File: src/rtl/ofm_pkg.sv
// Shared types, constants and codes of the order-1 adaptive frequency model.
package ofm_pkg;

   // Default alphabet: 256 byte symbols plus end of stream
   localparam int SYMBOLS_DEF = 257;
   localparam int SYM_W_DEF   = $clog2(SYMBOLS_DEF);

   // Fixed field widths
   localparam int CMD_W  = 2;
   localparam int CNT_W  = 16;
   localparam int CUM_W  = CNT_W + 1;

   // Rescale threshold after reset
   localparam logic [CNT_W-1:0] THRESH_RESET = 16'd16383;

   // Command codes
   localparam logic [CMD_W-1:0] CMD_ENCODE = 2'd0;
   localparam logic [CMD_W-1:0] CMD_DECODE = 2'd1;
   localparam logic [CMD_W-1:0] CMD_QUERY  = 2'd2;

   // Status codes
   localparam logic STAT_OK    = 1'b0;
   localparam logic STAT_RANGE = 1'b1;

   // Sequencer states
   typedef enum logic [2:0] {
      ST_CLEAR,
      ST_IDLE,
      ST_SETUP,
      ST_WALK,
      ST_BUMP,
      ST_SCALE,
      ST_FINISH
   } state_type;

   // Control of the shared accumulate unit
   typedef struct packed {
      logic clear;
      logic add;
      logic halve;
   } accum_ctl_type;

endpackage

File: src/rtl/ofm_accum.sv
// Shared accumulate unit: running sum, target compare and count halving.
module ofm_accum
   import ofm_pkg::*;
(
   input  logic          clock,
   input  accum_ctl_type ctl,
   input  logic [CNT_W-1:0] word,
   input  logic [CNT_W-1:0] target,
   output logic [CUM_W-1:0] acc,
   output logic [CUM_W-1:0] sum_next,
   output logic             above,
   output logic [CNT_W-1:0] half
);

   logic [CUM_W-1:0] acc_ff;
   logic [CUM_W-1:0] acc_in;
   logic [CNT_W-1:0] operand;
   logic [CUM_W-1:0] word_inc;

   // Halve a count, rounding up
   assign word_inc = CUM_W'(word) + CUM_W'(1);
   assign half     = word_inc[CUM_W-1:1];

   // Add the selected operand and compare against the decode target
   assign operand  = ctl.halve ? half : word;
   assign sum_next = acc_ff + CUM_W'(operand);
   assign above    = sum_next > CUM_W'(target);

   // Clear, advance or hold the running sum
   always_comb begin
      if (ctl.clear) begin
         acc_in = '0;
      end else if (ctl.add) begin
         acc_in = sum_next;
      end else begin
         acc_in = acc_ff;
      end
   end

   always_ff @(posedge clock) begin
      acc_ff <= acc_in;
   end

   assign acc = acc_ff;

endmodule

File: config.mk
export PLATFORM = sky130hd
export DESIGN_NAME = ofm_accum
export DESIGN_NICKNAME = d
export VERILOG_FILES = /design/src/rtl/ofm_pkg.sv /design/src/rtl/ofm_accum.sv
export SDC_FILE = /design/constraint.sdc
export NUM_CORES = 1
export LEC_CHECK = 0
export ABC_AREA = 1
export CAP_MARGIN = 20
export CELL_PAD_IN_SITES_DETAIL_PLACEMENT = 2
export CELL_PAD_IN_SITES_GLOBAL_PLACEMENT = 2
export CORE_ASPECT_RATIO = 1.5
export CORE_MARGIN = 3
export CORE_UTILIZATION = 29
export CTS_CLUSTER_DIAMETER = 80
export DETAILED_ROUTE_END_ITERATION = 10
export DONT_BUFFER_PORTS = 1
export GPL_ROUTABILITY_DRIVEN = 0
export HOLD_SLACK_MARGIN = 0.08
export PLACE_DENSITY_LB_ADDON = 0.1
export SLEW_MARGIN = 25
export SYNTH_ARGS = -nofsm -noshare
export SYNTH_HDL_FRONTEND = slang
export SYNTH_SLANG_ARGS = --single-unit
File: constraint.sdc
create_clock -name clock -period 3.87 [get_ports clock]
set_input_delay 0.387 -clock clock [delete_from_list [all_inputs] [get_ports clock]]
set_output_delay 0.387 -clock clock [all_outputs]
set_load 0.005 [all_outputs]
==> summary.txt <==
cells after synthesis: 398
YS warnings: 0
first-pass GRT wire length: 16.1 mm
endpoints failing setup: 1
DR vias/cell: 4.94
Skew-Pair Late Insertion Delay: 0.26 ns
WL final: 10.2 mm
Fillers: 998
clock buffer depth: 2
worst slew margin relative to its limit: 70.3%
H-tree level count: 1
worst-margin pin slew: 0.446 ns
layout cells sized above 1: 27.3%
most common cell after layout, fill and taps aside: nand2_1
Avg WL per Cell: 17.5 microns
Antenna Cells: 0
Sw Share: 43.6%
Peak VDD IR: 0.000140 V
Final WS setup: -0.0184 ns
DRT Pass-1 Iters: 4
crit path max fanout: 4
largest family of logic cells by synthesized area: simple AND/OR/NAND/NOR gates
hold_buf cts: 0
Final min period: 3.89 ns
initial antenna violation count: 0
CP delay by family, top: simple AND/OR/NAND/NOR gates
Place WS: -0.350 ns
Initial Util: 30.0%
CP Capture Type: output pin
Setup crit start kind: input port
Synth Area in Compound Gates: 14.9%
Clk pwr share: 18.0%
final hold vios: 0
Max-cap violations: 0
DIE WIDTH: 80.6 microns
max FFs per register: 17
iteration-0 DRC count of the detailed router: 56
Power Density: 357 nW/um^2
Top FF cell, synth: dfxtp_1
die footprint: 9500 sq um
io pins: 87
cell-internal power: 0.000699 W
Worst path slowest cell: ha_4
Critical Path RT: 3.48 ns
Final Slew Violations: 0
CTS tree: built
Final period util: 100%
Post-Synth Simple-Gate Area: 30.6%
combinational share of power: 63.5%
Buf/Inv on CP: 3
Reg power frac: 18.4%
CTS root buffer: clkbuf_16
detailed-placement wirelength estimate: 8.02 mm
Num Clock Sinks: 17
NumNets Final: 551
total power: 0.00124 W
clock-pin slew on the worst setup and hold paths: 0.06 ns
commonest cells after routing, fill and taps aside: 90 x nand2_1, 80 x buf_4, 76 x inv_1
Final Non-Filler Cells: 582
antenna-violating nets left: 0
Die Ht: 118 microns
failing checks: negative setup slack
most used cell, CP: nand2_1
Total Routing Usage GR: 21.6%
IO Port Bufs: 0
Syn Nets: 471
Overflow after GRT: 0
mux contribution to synthesized area: 0%
synthesized flop and latch total: 17
vias in the first global route: 3167
DR vias: 2876
DRC Markers: 0
row cnt: 40
adder-cell share of the synthesized area: 19.4%
Setup Crit Path Kind: in2out
max frequency: 257 MHz
synth unique cells: 32
largest net degree at the start of global routing: 25
status: finished with violations
core area: 8060 sq um
HP Class: in2reg
RSZ-0062 raised after global routing: yes
Worst Path Arrival: 3.50 ns
cell total after placement: 566
Psw: 0.000541 W
Final Skew: 0.00309 ns
mapped cell area: 2420 sq um
Post-synth EDFFs: 0
asr flop ratio synth: 0%
register area share after synthesis: 14.1%
Num CTS Buffers: 3
slowest cell delay on critical path: 0.30 ns
post-synthesis xor/xnor area fraction: 7.91%
Area growth, synth to finish: 43.5%
Avg Inst Size Synth: 6.08 sq um
LEAKAGE: 1.93 nW
## cell usage after synthesis, types with 2 or more instances
master / n / share of area (%)
o21bai_1: 5 / 1.6
nand3_1: 14 / 2.9
ha_1: 36 / 19
dfxtp_1: 17 / 14
a21oi_1: 22 / 4.5
nor2_2: 2 / 0.52
o21ai_0: 32 / 6.6
clkbuf_1: 4 / 0.62
nor2_1: 46 / 7.1
o21ai_1: 2 / 0.41
nand2_1: 95 / 15
nand4_1: 2 / 0.52
o21a_1: 2 / 0.62
nand3_2: 3 / 1.2
xnor2_1: 2 / 0.72
nor3_1: 6 / 1.2
xor2_1: 18 / 6.5
inv_1: 76 / 12
## area by class of cell
type                    instances  area, sq um  share of cell area [%]
clock inverters                 1         5.00                   0.144
clock buffers                   3         75.1                    2.16
inverters                      76          285                    8.21
multi-input cells             299         2020                    58.3
repair buffers                 81          612                    17.6
flip-flops and latches         17          340                    9.80
well taps                     105          131                    3.78
## timing repair
item / CTS / global route
hold endpoints to repair: 0 / 0
pin swaps: 19 / 16
gates resized for setup: 37 / 16
endpoints found under the setup margin: 1 / 1
buffers inserted: 6 / 6
## power by group through the flow
stage          logic (W)  clock network [W]  registers [W]
2_1_floorplan   0.000376                  0       0.000219
3_3_place_gp    0.000643                  0       0.000230
3_5_place_dp    0.000672                  0       0.000232
4_1_cts         0.000749           0.000230       0.000228
5_1_grt         0.000891           0.000238       0.000232
6_report        0.000788           0.000224       0.000228
## worst paths after layout
check / slack, ns / to / cells after the start / from
hold reg to reg: 0.59 / acc[0]$_SDFFE_PP0P_ / 2 / acc[0]$_SDFFE_PP0P_
hold / removal: 0.21 / acc[0]$_SDFFE_PP0P_ / 1 / ctl[1]
setup reg to reg: 1.34 / acc[14]$_SDFFE_PP0P_ / 14 / acc[0]$_SDFFE_PP0P_
setup / recovery: -0.02 / above / 26 / word[0]
## metal layers
| layer | up-vias | global-route usage [%] | wire length [microns] |
|---|---|---|---|
| li1 | 1410 | - | - |
| met1 | 1391 | 24.0 | 3910 |
| met2 | 64 | 41.1 | 5610 |
| met3 | 11 | 2.76 | 419 |
| met4 | 0 | 6.24 | 221 |
| met5 | - | 0 | 0 |
## kinds of logic (layout without fill, tap and decap cells)
family          count (synthesis)  count (layout)
simple gates                  174             174
buf+inv                        82             161
compound gates                 67              67
fa+ha+maj                      37              37
xor+xnor                       21              21
flops                          17              17
## stage by stage
step | instance area [sq um] | setup TNS, ns | utilization, % | hold WS, ns
after detailed placement | 3040 | -0.350 | 37.7 | 0.486
final | 3470 | -0.0184 | 43.1 | 0.211
after floorplan | 2420 | 0 | - | 0.530
after global placement | 3040 | -0.121 | 37.7 | 0.481
after global routing | 3470 | -0.300 | 43.1 | 0.206
after CTS | 3340 | -0.00492 | 41.4 | 0.207
(Power assumes the default switching activity.)
